--- config.mk ---
export PLATFORM = sky130hd
export DESIGN_NAME = timed_fade_envelope_top_flat
export DESIGN_NICKNAME = d
export VERILOG_FILES = /design/src/sv/tfe_pkg.sv /design/src/sv/tfe_cfg_if.sv /design/src/sv/tfe_in_if.sv /design/src/sv/tfe_out_if.sv /design/src/sv/timed_fade_envelope_top.sv /design/src/flat_wrapper.sv
export SDC_FILE = /design/constraint.sdc
export NUM_CORES = 1
export LEC_CHECK = 0
export ABC_AREA = 0
export BUFFER_PORTS_ARGS = -buffer_cell sky130_fd_sc_hd__clkbuf_2
export CORE_ASPECT_RATIO = 1.2
export CORE_UTILIZATION = 50
export DETAILED_ROUTE_END_ITERATION = 8
export PLACE_DENSITY = 0.67
export SLEW_MARGIN = 30
export SYNTH_ARGS = -nofsm -noshare
export SYNTH_HDL_FRONTEND = slang
export SYNTH_SLANG_ARGS = --single-unit
--- constraint.sdc ---
create_clock -name clk -period 6 [get_ports clk]
set_clock_uncertainty 0.15 [all_clocks]
set_input_delay 0.6 -clock clk [delete_from_list [all_inputs] [get_ports clk]]
set_output_delay 0.6 -clock clk [all_outputs]
set_load 0.05 [all_outputs]
--- src/sv/tfe_pkg.sv ---
// Package for the timed fade envelope: field widths, phase codes and the
// microcode table that sequences the datapath. No dependencies.
package tfe_pkg;

	localparam int TIME_BITS    = 32;
	localparam int PHASE_BITS   = 3;
	localparam int LEVEL_BITS   = 17;
	localparam int FRAC_BITS    = 16;
	localparam int CNT_BITS     = $clog2(FRAC_BITS);
	localparam int NUM_TIMED    = 5;
	localparam int CFG_IDX_BITS = 3;
	localparam int STEP_BITS    = 3;

	typedef logic [TIME_BITS-1:0]    time_t;
	typedef logic [PHASE_BITS-1:0]   phase_t;
	typedef logic [LEVEL_BITS-1:0]   level_t;
	typedef logic [FRAC_BITS-1:0]    frac_t;
	typedef logic [CNT_BITS-1:0]     cnt_t;
	typedef logic [CFG_IDX_BITS-1:0] cfg_idx_t;
	typedef logic [STEP_BITS-1:0]    step_t;
	typedef logic [2:0]              op_t;
	typedef logic [2:0]              jc_t;

	localparam phase_t PHASE_START_WAIT = 3'd0;
	localparam phase_t PHASE_FADE_OUT   = 3'd3;
	localparam phase_t PHASE_DONE       = 3'd5;

	localparam level_t LEVEL_ONE  = level_t'(1) << FRAC_BITS;
	localparam level_t LEVEL_ZERO = '0;

	localparam cfg_idx_t REG_START_WAIT = 3'd0;
	localparam cfg_idx_t REG_FADE_IN    = 3'd1;
	localparam cfg_idx_t REG_HOLD       = 3'd2;
	localparam cfg_idx_t REG_FADE_OUT   = 3'd3;
	localparam cfg_idx_t REG_END_WAIT   = 3'd4;

	localparam op_t OP_NONE  = 3'd0;
	localparam op_t OP_FETCH = 3'd1;
	localparam op_t OP_CHECK = 3'd2;
	localparam op_t OP_SETUP = 3'd3;
	localparam op_t OP_DIV   = 3'd4;
	localparam op_t OP_FIN   = 3'd5;

	localparam jc_t JC_ALWAYS    = 3'd0;
	localparam jc_t JC_ACC_TICK  = 3'd1;
	localparam jc_t JC_NOLEVEL   = 3'd2;
	localparam jc_t JC_DIV_LAST  = 3'd3;
	localparam jc_t JC_OUT_TAKEN = 3'd4;

	localparam step_t STEP_FETCH = 3'd0;
	localparam step_t STEP_CHECK = 3'd1;
	localparam step_t STEP_SETUP = 3'd2;
	localparam step_t STEP_DIV   = 3'd3;
	localparam step_t STEP_FIN   = 3'd4;
	localparam step_t STEP_OUT   = 3'd5;

	typedef struct packed {
		logic  in_rdy;
		logic  out_vld;
		op_t   op;
		jc_t   jc;
		logic  hold;
		step_t tgt;
	} ctl_word_t;

	function automatic ctl_word_t ucode(input step_t step);
		ctl_word_t cw;
		cw = '{in_rdy: 1'b0, out_vld: 1'b0, op: OP_NONE, jc: JC_ALWAYS,
			hold: 1'b0, tgt: STEP_FETCH};
		unique case (step)
			STEP_FETCH: cw = '{in_rdy: 1'b1, out_vld: 1'b0, op: OP_FETCH,
				jc: JC_ACC_TICK, hold: 1'b1, tgt: STEP_CHECK};
			STEP_CHECK: cw = '{in_rdy: 1'b0, out_vld: 1'b0, op: OP_CHECK,
				jc: JC_ALWAYS, hold: 1'b0, tgt: STEP_SETUP};
			STEP_SETUP: cw = '{in_rdy: 1'b0, out_vld: 1'b0, op: OP_SETUP,
				jc: JC_NOLEVEL, hold: 1'b0, tgt: STEP_OUT};
			STEP_DIV:   cw = '{in_rdy: 1'b0, out_vld: 1'b0, op: OP_DIV,
				jc: JC_DIV_LAST, hold: 1'b1, tgt: STEP_FIN};
			STEP_FIN:   cw = '{in_rdy: 1'b0, out_vld: 1'b0, op: OP_FIN,
				jc: JC_ALWAYS, hold: 1'b0, tgt: STEP_OUT};
			STEP_OUT:   cw = '{in_rdy: 1'b0, out_vld: 1'b1, op: OP_NONE,
				jc: JC_OUT_TAKEN, hold: 1'b1, tgt: STEP_FETCH};
			default:    cw = '{in_rdy: 1'b0, out_vld: 1'b0, op: OP_NONE,
				jc: JC_ALWAYS, hold: 1'b0, tgt: STEP_FETCH};
		endcase
		return cw;
	endfunction

endpackage

--- src/sv/tfe_cfg_if.sv ---
// Configuration write channel of the timed fade envelope.
// Depends on tfe_pkg for the index and data widths.
interface tfe_cfg_if import tfe_pkg::*; ();
	logic     valid;
	logic     ready;
	cfg_idx_t index;
	time_t    data;

	modport source(output valid, index, data, input ready);
	modport sink(input valid, index, data, output ready);
endinterface

--- src/sv/tfe_in_if.sv ---
// Input item channel of the timed fade envelope: mode and current time.
// Depends on tfe_pkg for the field widths.
interface tfe_in_if import tfe_pkg::*; ();
	logic  valid;
	logic  ready;
	logic  mode;
	time_t now_time;

	modport source(output valid, mode, now_time, input ready);
	modport sink(input valid, mode, now_time, output ready);
endinterface

--- src/sv/tfe_out_if.sv ---
// Result channel of the timed fade envelope: phase and Q1.16 level.
// Depends on tfe_pkg for the field widths.
interface tfe_out_if import tfe_pkg::*; ();
	logic   valid;
	logic   ready;
	phase_t phase;
	level_t level;

	modport source(output valid, phase, level, input ready);
	modport sink(input valid, phase, level, output ready);
endinterface

--- src/sv/timed_fade_envelope_top.sv ---
// Timed fade envelope top level: microcode sequencer, phase registers and a
// bit-serial divider. Depends on tfe_pkg and the three channel interfaces.
//
// A start transaction produces no result. A tick whose
// level is fixed (done phase or zero duration) shows its result after the
// check and setup steps; any other tick shows it after the check, setup,
// divide and finish steps, the restoring division forming one of the sixteen
// fraction bits per cycle. The next item is accepted in the cycle after the
// result transaction. Configuration writes are always ready and take effect
// in the next cycle.
module timed_fade_envelope_top import tfe_pkg::*; (
	input logic      clk,
	input logic      arst_n,
	tfe_cfg_if.sink  cfg,
	tfe_in_if.sink   item,
	tfe_out_if.source result
);

	time_t     dur_q [NUM_TIMED];
	phase_t    phase_q;
	time_t     origin_q;
	time_t     now_q;
	time_t     elapsed_q;
	time_t     rem_q;
	time_t     div_q;
	frac_t     quo_q;
	cnt_t      cnt_q;
	level_t    level_q;
	step_t     pc_q;

	ctl_word_t cw;
	time_t     cur_dur;
	logic      in_acc;
	logic      cond;
	logic [TIME_BITS:0] rem_sh;
	logic      quo_bit;

	assign cw     = ucode(pc_q);
	assign in_acc = item.valid && cw.in_rdy;
	assign cur_dur = (phase_q < PHASE_DONE) ? dur_q[phase_q[$clog2(NUM_TIMED)-1:0]] : '0;
	assign rem_sh  = {rem_q, 1'b0};
	assign quo_bit = rem_sh >= {1'b0, div_q};

	assign cfg.ready    = 1'b1;
	assign item.ready   = cw.in_rdy;
	assign result.valid = cw.out_vld;
	assign result.phase = phase_q;
	assign result.level = level_q;

	always_comb begin
		unique case (cw.jc)
			JC_ALWAYS:    cond = 1'b1;
			JC_ACC_TICK:  cond = in_acc && !item.mode;
			JC_NOLEVEL:   cond = (phase_q == PHASE_DONE) || (cur_dur == '0);
			JC_DIV_LAST:  cond = cnt_q == cnt_t'(FRAC_BITS - 1);
			JC_OUT_TAKEN: cond = result.ready;
			default:      cond = 1'b1;
		endcase
	end

	always_ff @(posedge clk or negedge arst_n) begin
		if (!arst_n) begin
			pc_q <= STEP_FETCH;
		end else if (cond) begin
			pc_q <= cw.tgt;
		end else if (!cw.hold) begin
			pc_q <= pc_q + step_t'(1);
		end
	end

	always_ff @(posedge clk or negedge arst_n) begin
		if (!arst_n) begin
			for (int i = 0; i < NUM_TIMED; i++) begin
				dur_q[i] <= '0;
			end
		end else if (cfg.valid) begin
			unique case (cfg.index)
				REG_START_WAIT: dur_q[0] <= cfg.data;
				REG_FADE_IN:    dur_q[1] <= cfg.data;
				REG_HOLD:       dur_q[2] <= cfg.data;
				REG_FADE_OUT:   dur_q[3] <= cfg.data;
				REG_END_WAIT:   dur_q[4] <= cfg.data;
				default: ;
			endcase
		end
	end

	always_ff @(posedge clk or negedge arst_n) begin
		if (!arst_n) begin
			phase_q  <= PHASE_START_WAIT;
			origin_q <= '0;
		end else begin
			unique case (cw.op)
				OP_FETCH: begin
					if (in_acc && item.mode) begin
						origin_q <= item.now_time;
					end
				end
				OP_CHECK: begin
					if (phase_q != PHASE_DONE && elapsed_q >= cur_dur) begin
						phase_q  <= phase_q + phase_t'(1);
						origin_q <= now_q;
					end
				end
				default: ;
			endcase
		end
	end

	always_ff @(posedge clk) begin
		unique case (cw.op)
			OP_FETCH: begin
				if (in_acc) begin
					now_q     <= item.now_time;
					elapsed_q <= item.now_time - origin_q;
				end
			end
			OP_CHECK: begin
				if (phase_q != PHASE_DONE && elapsed_q >= cur_dur) begin
					elapsed_q <= '0;
				end
			end
			OP_SETUP: begin
				rem_q   <= elapsed_q;
				div_q   <= cur_dur;
				quo_q   <= '0;
				cnt_q   <= '0;
				level_q <= LEVEL_ZERO;
			end
			OP_DIV: begin
				rem_q <= quo_bit ? time_t'(rem_sh - {1'b0, div_q}) : time_t'(rem_sh);
				quo_q <= {quo_q[FRAC_BITS-2:0], quo_bit};
				cnt_q <= cnt_q + cnt_t'(1);
			end
			OP_FIN: begin
				level_q <= (phase_q == PHASE_FADE_OUT) ?
					LEVEL_ONE - {1'b0, quo_q} : {1'b0, quo_q};
			end
			default: ;
		endcase
	end

`ifndef SYNTHESIS
	a_phase_range: assert property (@(posedge clk) disable iff (!arst_n)
		phase_q <= PHASE_DONE)
		else $error("phase register beyond done");

	a_done_level: assert property (@(posedge clk) disable iff (!arst_n)
		result.valid && result.phase == PHASE_DONE |-> result.level == LEVEL_ZERO)
		else $error("nonzero level in done phase");

	a_level_range: assert property (@(posedge clk) disable iff (!arst_n)
		result.valid |-> result.level <= LEVEL_ONE)
		else $error("level above one");

	a_tick_busy: assert property (@(posedge clk) disable iff (!arst_n)
		item.valid && item.ready && !item.mode |=> !item.ready && !result.valid)
		else $error("sequencer did not leave fetch after a tick");

	a_out_return: assert property (@(posedge clk) disable iff (!arst_n)
		result.valid && result.ready |=> item.ready && !result.valid)
		else $error("sequencer did not return to fetch after a result");
`endif

endmodule
--- src/flat_wrapper.sv ---
// flat-port wrapper written by rule: the top's interface ports become plain ports
module timed_fade_envelope_top_flat import tfe_pkg::*;
  (clk, arst_n, cfg_valid, cfg_index, cfg_data, cfg_ready, item_valid, item_mode, item_now_time, item_ready, result_valid, result_phase, result_level, result_ready);
  tfe_cfg_if cfg_i ();
  tfe_in_if item_i ();
  tfe_out_if result_i ();
  input logic clk;
  input logic arst_n;
  input wire logic [$bits(cfg_i.valid)-1:0] cfg_valid;
  input wire logic [$bits(cfg_i.index)-1:0] cfg_index;
  input wire logic [$bits(cfg_i.data)-1:0] cfg_data;
  output wire logic [$bits(cfg_i.ready)-1:0] cfg_ready;
  input wire logic [$bits(item_i.valid)-1:0] item_valid;
  input wire logic [$bits(item_i.mode)-1:0] item_mode;
  input wire logic [$bits(item_i.now_time)-1:0] item_now_time;
  output wire logic [$bits(item_i.ready)-1:0] item_ready;
  output wire logic [$bits(result_i.valid)-1:0] result_valid;
  output wire logic [$bits(result_i.phase)-1:0] result_phase;
  output wire logic [$bits(result_i.level)-1:0] result_level;
  input wire logic [$bits(result_i.ready)-1:0] result_ready;
  assign cfg_i.valid = cfg_valid;
  assign cfg_i.index = cfg_index;
  assign cfg_i.data = cfg_data;
  assign cfg_ready = cfg_i.ready;
  assign item_i.valid = item_valid;
  assign item_i.mode = item_mode;
  assign item_i.now_time = item_now_time;
  assign item_ready = item_i.ready;
  assign result_valid = result_i.valid;
  assign result_phase = result_i.phase;
  assign result_level = result_i.level;
  assign result_i.ready = result_ready;
  timed_fade_envelope_top u_core (.clk(clk), .arst_n(arst_n), .cfg(cfg_i), .item(item_i), .result(result_i));
endmodule
# Yosys cells after proc, flatten, opt, wreduce, memory -nomap -nowiden

Cells that the tools add are included.

Multiplexer cells: 20
$add $sub $neg: 6
Reductions and logical operators: 21
Bitwise operators: 1
Eq/ne operators: 26
Magnitude comparators: 4

Operator list:

| cell                                                                    | count |
|---|---|
| 32-bit two-way mux                                                      | 8 |
| 32-bit case mux with 2 select lines                                     | 3 |
| 32-bit binary-select mux with 3-bit select                              | 1 |
| 12-bit case mux with 6 select lines                                     | 1 |
| 32-bit subtractor                                                       | 2 |
| 17-bit case mux with 2 select lines                                     | 1 |
| 33-bit by 32-bit greater-or-equal comparator with 1-bit output          | 1 |
| 32-bit greater-or-equal comparator                                      | 1 |
| 32-bit logical NOT                                                      | 1 |
| 16-bit case mux with 2 select lines                                     | 1 |
| 3-bit by 2-bit == test with 1-bit output, second input constant         | 9 |
| 3-bit == test, second input constant                                    | 7 |
| 17-bit two-way mux                                                      | 1 |
| 17-bit by 16-bit subtractor with 17-bit output, first input constant    | 1 |
| 2-bit AND reduction                                                     | 7 |
| 3-bit by 1-bit == test with 1-bit output, second input constant         | 4 |
| 4-bit case mux with 2 select lines                                      | 1 |
| 3-bit by 1-bit adder with 3-bit output, second input constant           | 2 |
| 3-bit logical NOT                                                       | 2 |
| 3-bit two-way mux                                                       | 2 |
| 2-bit by 1-bit inequality test with 1-bit output, second input constant | 3 |
| 3-bit AND reduction                                                     | 2 |
| 2-bit nonzero test                                                      | 3 |
| 4-bit by 1-bit adder with 4-bit output, second input constant           | 1 |
| 10 further kinds                                                        | 13 |

Flip-flop bits (word level): 363
Input port bits: 73
Output and inout port bits: 23
Logic and storage cells: 93

# Depth between registers and ports, before layout

Gate-level depths: netlist of the first run.

Depth in word-level cells: 9
Mapped depth: 17
Depth with buffers taken out: 14

# Worst setup path after synthesis of the first run

OpenSTA, ideal clock, no wires.

Kind: flip-flop to flip-flop
Start: register u_core.phase_q[0], in the netlist u_core.result.phase[0]
End: register u_core.elapsed_q[0], enable pin
Buffers on the path: 2
Slack: 1566 ps
Arrival: 3954 ps
Setup time: 330 ps
Stages on the path, launching flop included: 13
Period minus slack after synthesis: 4434 ps
Data required time: 5520 ps
Cell sequence: dfrtp_1 buf_6 buf_1 mux4_2 a22oi_1 ha_1 a21o_1 a21o_1 a211oi_1 o21ai_0 a32oi_1 o21ai_1 or2_2

Word-level cells in the longest chain between the ends: 9
Elaborated cells between the ends (all ways): 11
Those cells by class: order compare: 2; eq/ne: 2; mux: 4; bitwise: 1; reduce/logical: 2

RTL lines:

| item                                                           | RTL line                       | RTL |
|---|---|---|
| start: declaration                                             | timed_fade_envelope_top.sv:20  | `phase_t phase_q;` |
| start signal: assignment                                       | timed_fade_envelope_top.sv:101 | `phase_q <= phase_q + phase_t'(1);` |
| 3-bit inverter with 4-bit output (implied by the code)         | timed_fade_envelope_top.sv:40  | `assign cur_dur = (phase_q < PHASE_DONE) ? dur_q[phase_q[$clog2(NUM_TIMED)-1:0]] : '0;` |
| 32-bit binary-select mux with 3-bit select                     | timed_fade_envelope_top.sv:40  |  |
| 32-bit two-way mux (implied by the code) (2 in a row)          | timed_fade_envelope_top.sv:40  |  |
| 32-bit two-way mux                                             | timed_fade_envelope_top.sv:40  |  |
| 32-bit greater-or-equal comparator                             | timed_fade_envelope_top.sv:119 | `if (phase_q != PHASE_DONE && elapsed_q >= cur_dur) begin` |
| 1-bit logical AND (*)                                          | timed_fade_envelope_top.sv:119 |  |
| 2-bit by 1-bit inequality test with 1-bit output (no line) (*) | n/a                            |  |
| 3-bit AND reduction (no line) (*)                              | n/a                            |  |
| end signal: assignment                                         | timed_fade_envelope_top.sv:115 | `elapsed_q <= item.now_time - origin_q;` |
| end: declaration                                               | timed_fade_envelope_top.sv:23  | `time_t elapsed_q;` |

Mark *: on every way between the ends. The rest lies on a longest branch, timed or not. The select of a mux whose other input is x is not followed.
A chain may end at the register's enable or synchronous reset.

# Final worst setup path of the first run

Start: register u_core.phase_q[0], in the netlist u_core.result.phase[0]
End: register u_core.elapsed_q[23], enable pin

The elaborated chain is that of the path after synthesis.

==> impl_metrics.csv, run 1 <==
group,metric,value,unit
grt,grt_pass1_vias,13200,
pwr,fin_total_pwr,0.0131,W
synth,synth_area,19500,um^2
pwr,p_per_area,600,nW/um^2
drt,vias_per_cell,5.74,
timing,slew_viol_final,0,
grt,grt.met1_usage,28.8,%
floorplanning,die-height,218,um
synth,syn-num-nets,1803,
synth,synth_area_per_cell,12.0,um^2
drt,drt_wl_total,43.6,mm
floorplanning,rows,78,
flow_run,maxCapViolations,0,
place,gp_routability_congestion,0.895,
floorplanning,die_area,39800,um^2
final_layout,seqCellArea,9910,um^2
final_layout,fill_cells,3175,
drt,wl_per_cell,19.3,um
pwr,peakVddDrop,0.300,mV
critical_path,cp_max_fo,32,
synth,synthSimpleGateAreaFrac,7.76,%
grt,gr-total-overflow,0,
final_layout,n_antenna_cell,0,
timing,fmax,216,MHz
place,hpwlAfterDp,30.7,mm
synth,synth_top_family_by_area,"multiplexers",
clock_network,postCtsSetupBuffers,0,
timing,final-hold-violation-count,0,
final_layout,final_util,57.2,%
floorplanning,die_w,182,um
synth,synth.mux.area_fraction,17.8,%
grt,busiest_layer,"met2",
clock_network,cts_tree,"built",
clock_network,cts_buffer_depth,3,
clock_network,htreeDepth,2,
clock_network,cts.sinks,363,
grt,use_met2,39.3,%
drt,ant_nets,0,
final_layout,layout-drive-gt1-share,22.4,%
floorplanning,core-area,38200,um^2
synth,ys_seq_elements,363,
timing,grt_setup_unrepaired,"no",
drt,drc_errors,0,
floorplanning,num_io_pins,96,
synth,synth_edf_count,165,
place,place_ws,1380,ps
synth,syn_inst,1623,
critical_path,arrival,4640,ps
grt,grtUsageMet3,2.78,%
final_layout,multi_input_area,8950,um^2
synth,synthXorXnorAreaFrac,2.83,%
critical_path,cp_data_required_time,6010,ps
critical_path,path_class,"flip-flop to flip-flop",
timing,fin_ws,1370,ps
drt,drt-pass1-iter-count,5,
synth,synth_compound_area_share,10.3,%
synth,synth_common_cells,"dfrtp_1, edfxtp_1, mux2_2, inv_1, ha_1",
timing,setup_viol,0,
worst_hold_path,hold_path.class,"input pin to flip-flop",
timing,fin_crit_sh,77.2,%
grt,grt_pass1_wl,70.9,mm
synth,synth_top_area_share,25.4,%
grt,grt_max_degree,77,
synth,synth-async-reset-ratio,54.5,%
final_layout,synthToLayoutAreaGrowth,11.8,%
synth,ys.flop_type,"dfrtp_1",
clock_network,cts_buffers,38,
synth,synth_most_common_cell,"dfrtp_1",
run_status,status,"finished clean",
grt,grt_use_total,22.7,%
pwr,cellLeakagePower,9.43,nW
critical_path,critPathLaunchType,"flip-flop",
synth,synth_area_leader_cell,"dfrtp_1",
synth,synth-warning-count,0,
clock_network,clk_latency,550,ps
synth,synth-adder-area-share,6.94,%
synth,synth_cell_types,72,
place,io_buffer_count,94,
timing,fin_setup_tns,0,ps
drt,vias,13000,
synth,yosysSeqAreaShare,50.8,%
timing,relSlewSlack,45.0,%
final_layout,nNetsFinal,1893,
grt,antenna_found_initial,0,
clock_network,path_clk_slew,60,ps
timing,tightest_slew,825,ps
timing,fin_crit,4630,ps
drt,drt_iter0_markers,838,
synth,synth.area.top_cells,"dfrtp_1, edfxtp_1, mux2_2",
critical_path,end_kind,"flip-flop",
floorplanning,start_util,51.2,%
clock_network,root_buffer,"clkbuf_16",
worst max-delay path, stage by stage (launching register included):
cell and delay (ps):
dfrtp_2 750, buf_4 380, mux4_2 540, a22oi_1 320
ha_1 210, o21a_1 130, o2111ai_1 170, a211oi_1 310
nand2_1 80, o21ai_1 480, or2_2 700
logic make-up (layout without fill, tap and decap cells):
group                      count (synthesis)  in the layout
AOI/OAI and AO/OA                        300            300
xor gates and xnor gates                  63             63
adders and majority gates                107            107
buffers and inverters                    183            303
DFF                                      363            363
muxes                                    286            286
other                                      1              1
and+or+nand+nor                          320            320
path summary, 6_finish.rpt:
check	slack, ps	from	to	cells after the start
worst min-delay path	120	item_now_time[2]	u_core.now_q[2]	1
worst max register to register	1370	u_core.result.phase[0]	u_core.elapsed_q[23]	10
min in group asynchronous	410	arst_n	u_core.dur_q[134]	2
max in group asynchronous	4210	arst_n	u_core.result.phase[0]	3
worst min register to register	350	u_core.dur_q[52]	u_core.dur_q[52]	1
worst max-delay path	1370	u_core.result.phase[0]	u_core.elapsed_q[23]	10
routing by layer:
metal  share of wire [%]  up-vias
met5                   0        -
met3                 3.7       89
met4                 4.3        0
li1                    -     6157
met1                  43     6443
met2                  50      297
state kept, by name, indices dropped and copies added, names as in the netlist, 16 cells and up:
signal               flops
u_core.dur_q           160
u_core.quo_q            16
u_core.div_q            32
u_core.origin_q         32
u_core.now_q            32
u_core.rem_q            32
u_core.elapsed_q        32
u_core.result.level     17
where the power goes:
group	internal [W]	leakage [nW]	total, W	switching [W]
registers	0.00380	3.90	0.00435	0.000546
logic	0.00263	4.94	0.00642	0.00378
clock network	0.00133	0.587	0.00232	0.000987
total	0.00777	9.43	0.0131	0.00532
repair_timing:
item,in CTS,in global routing
hold endpoints to repair,52,0
gates resized for setup,0,0
hold buffers,1,0
cells in the final DEF (no fill, tap or decap), drive strengths merged, types with 15 or more instances in the layout:
master and count:
inv 118, nand2 92, xor2 29, edfxtp 165, mux4 32, mux2 162
and2 15, nor3 29, clkbuf 144, mux2i 92, nand4 15, o21ai 67
a22oi 27, a21oi 63, nor2 89, ha 105, dfrtp 198, nand3 19
buf 21, xnor2 34, a21o 37
area by class of cell:
class	count	area share, %
Inverter	117	2.01
Tap cell	520	2.98
Multi-Input combinational cell	1077	41.0
Clock buffer	50	4.66
Timing Repair Buffer	116	3.00
Sequential cell	363	45.4
Clock inverter	20	0.917
through the flow:
stage / area (um^2) / hold WS, ps / std cells
after floorplan: 19500 / 154 / 1623
after detailed placement: 20600 / 340 / 2192
after global placement: 20600 / 332 / 2192
after global routing: 21800 / 110 / 2263
final: 21800 / 120 / 2263
after CTS: 21800 / 102 / 2263
Power figures use the tool's default switching activity.
==> run 2, diff against run 1 <==
--- a/config.mk
+++ b/config.mk
@@ -10,7 +10,7 @@
 export CORE_ASPECT_RATIO = 1.2
 export CORE_UTILIZATION = 50
 export DETAILED_ROUTE_END_ITERATION = 8
-export PLACE_DENSITY = 0.67
+export PLACE_DENSITY = 0.7
 export SLEW_MARGIN = 30
 export SYNTH_ARGS = -nofsm -noshare
 export SYNTH_HDL_FRONTEND = slang
==> constraint.sdc (replaced) <==
create_clock -name clk -period 4.14 [get_ports clk]
set_clock_uncertainty 0.15 [all_clocks]
set_input_delay 0.414 -clock clk [delete_from_list [all_inputs] [get_ports clk]]
set_output_delay 0.414 -clock clk [all_outputs]
set_load 0.05 [all_outputs]
==> run 2 against run 1 <==
Net effect: clock-buffer cell count increased by 2; flip-flop and latch count did not move; critical path depth is 3 higher; total power grew 51%; cell count rose by 3.4%.
==> impl_metrics.csv, run 2 (synthesis results as in run 1) <==
group,metric,value,unit
floorplanning,num_io_pins,96,
final_layout,instances_no_fill,2341,
final_layout,fill_cells,3062,
clock_network,root_buffer,"clkbuf_16",
pwr,peakVddDrop,0.478,mV
grt,grt_pass1_vias,13600,
clock_network,cts_buffers,39,
drt,drc_errors,0,
timing,relSlewSlack,48.3,%
pwr,pwr-share-seq,31.7,%
timing,fin_crit,3790,ps
timing,setup_viol,0,
pwr,pwr-share-comb,49.4,%
grt,grt_pass1_wl,71.4,mm
floorplanning,die_w,182,um
clock_network,path_clk_slew,60,ps
floorplanning,rows,78,
timing,tightest_slew,776,ps
pwr,p_switching,0.00785,W
floorplanning,die-height,218,um
final_layout,final_common_cell,"dfrtp_1",
clock_network,cts_buffer_depth,3,
drt,vias,13200,
critical_path,cp_max_fo,21,
run_status,status,"finished clean",
final_layout,seqCellArea,9910,um^2
timing,fmax,264,MHz
critical_path,cp_data_required_time,4420,ps
timing,fin_setup_tns,0,ps
floorplanning,die_area,39800,um^2
drt,drt_wl_total,44.2,mm
worst_hold_path,whs_path_depth,2,
drt,vias_per_cell,5.65,
worst_hold_path,hold_path.class,"input pin to flip-flop",
timing,grt_setup_unrepaired,"no",
final_layout,largest_reg_flops,160,
grt,antenna_found_initial,2,
timing,fin_crit_sh,91.6,%
final_layout,final_area,22800,um^2
critical_path,critPathLaunchType,"flip-flop",
final_layout,multi_input_area,8950,um^2
critical_path,rr_worst_depth,13,
timing,fin_ws,348,ps
floorplanning,core-area,38200,um^2
critical_path,arrival,4070,ps
timing,final-hold-violation-count,0,
clock_network,htreeDepth,2,
grt,grt_max_degree,122,
drt,wl_per_cell,18.9,um
clock_network,postCtsSetupBuffers,0,
drt,drt_iter0_markers,794,
drt,drt-pass1-iter-count,7,
place,dpl_cell_area,20900,um^2
timing,hold_slack,20.4,ps
drt,ant_nets,0,
final_layout,layout-drive-gt1-share,23.8,%
clock_network,clk_latency,550,ps
place,place_ws,234,ps
critical_path,path_class,"flip-flop to flip-flop",
final_layout,nNetsFinal,1968,
pwr,clockPowerShare,18.9,%
pwr,cellLeakagePower,9.88,nW
place,gp_routability_congestion,0.937,
clock_network,cts.sinks,363,
critical_path,end_kind,"flip-flop",
flow_run,maxCapViolations,0,
pwr,p_sw_share,39.7,%
clock_network,cts_tree,"built",
final_layout,final_cell_mix,"dfrtp_1, edfxtp_1, mux2_2",
place,dp_cells,2223,
floorplanning,start_util,51.2,%
final_layout,synthToLayoutAreaGrowth,16.7,%
grt,grt_use_total,22.9,%
place,hpwlAfterDp,31.4,mm
place,io_buffer_count,94,
timing,slew_viol_final,0,
final_layout,largest_register,"u_core.dur_q",
pwr,internal_power,0.0119,W
grt,gr-total-overflow,0,
pwr,p_per_area,868,nW/um^2
## run 2: cell count changes in the layout (fill, tap and decap cells not counted), moves of 3 or more
cell	delta
bufinv_16	+3
clkbuf_1	-3
dlygate4sd3_1	+42
buf_12	+7
clkinv_1	-4
buf_4	+26
## run 2: path summary, 6_finish.rpt
kind	from	slack [ps]	endpoint
setup / recovery	u_core.result.phase[0]	350	u_core.origin_q[0]
max in group asynchronous	arst_n	2510	u_core.result.phase[2]
hold reg to reg	u_core.dur_q[33]	350	u_core.dur_q[33]
setup reg to reg	u_core.result.phase[0]	350	u_core.origin_q[0]
hold / removal	cfg_data[3]	20	u_core.dur_q[3]
min in group asynchronous	arst_n	200	u_core.dur_q[70]
## run 2: routing by layer
metal | GRT usage [%] | share of wire, % | vias to the layer above
met5 | 0 | 0 | -
met4 | 10.2 | 4.2 | 0
met3 | 3.58 | 4.3 | 102
met2 | 39.9 | 50 | 298
met1 | 28.0 | 42 | 6516
li1 | - | - | 6306
## run 2: worst max-delay path, cell delays in order, from the launching register on
cell and delay (ps):
dfrtp_2 440, buf_12 210, mux4_2 510, a22oi_1 250, ha_1 300, a21o_1 160
a21o_1 180, a211oi_1 220, o21ai_0 160, a32oi_1 250, o21ai_2 110, a21o_2 250
buf_12 180, mux2_2 280
## run 2: timing repair
action                                  4_1_cts  5_1_grt
gates resized for setup                       0        1
hold buffers                                 43        0
endpoints found under the hold margin       189        0
endpoints found under the setup margin        0       23
## run 2: layout make-up
cell class / count / area share [%]
inverter: 117 / 1.93
timing repair buffer: 190 / 6.22
tap: 520 / 2.86
clock inverter: 20 / 1.31
clock buffer: 52 / 4.81
multi-input combinational: 1077 / 39.3
sequential: 363 / 43.5
antenna: 2 / 0.0220
## run 2: per-stage QoR
| stage | util [%] | total power, W |
|---|---|---|
| 5_1_grt | 59.7 | 0.0212 |
| 3_5_place_dp | 54.8 | 0.0160 |
| 4_1_cts | 59.6 | 0.0198 |
| 6_report | 59.7 | 0.0198 |
| 2_1_floorplan | - | 0.0133 |
| 3_3_place_gp | 54.8 | 0.0157 |
## run 2: power by group through the flow
stage / combinational, W / clock (W) / sequential, W
finish: 0.00976 / 0.00374 / 0.00626
global route: 0.0108 / 0.00398 / 0.00638
CTS: 0.00974 / 0.00383 / 0.00627
detailed placement: 0.00963 / 0 / 0.00633
global placement: 0.00944 / 0 / 0.00629
floorplan: 0.00691 / 0 / 0.00635
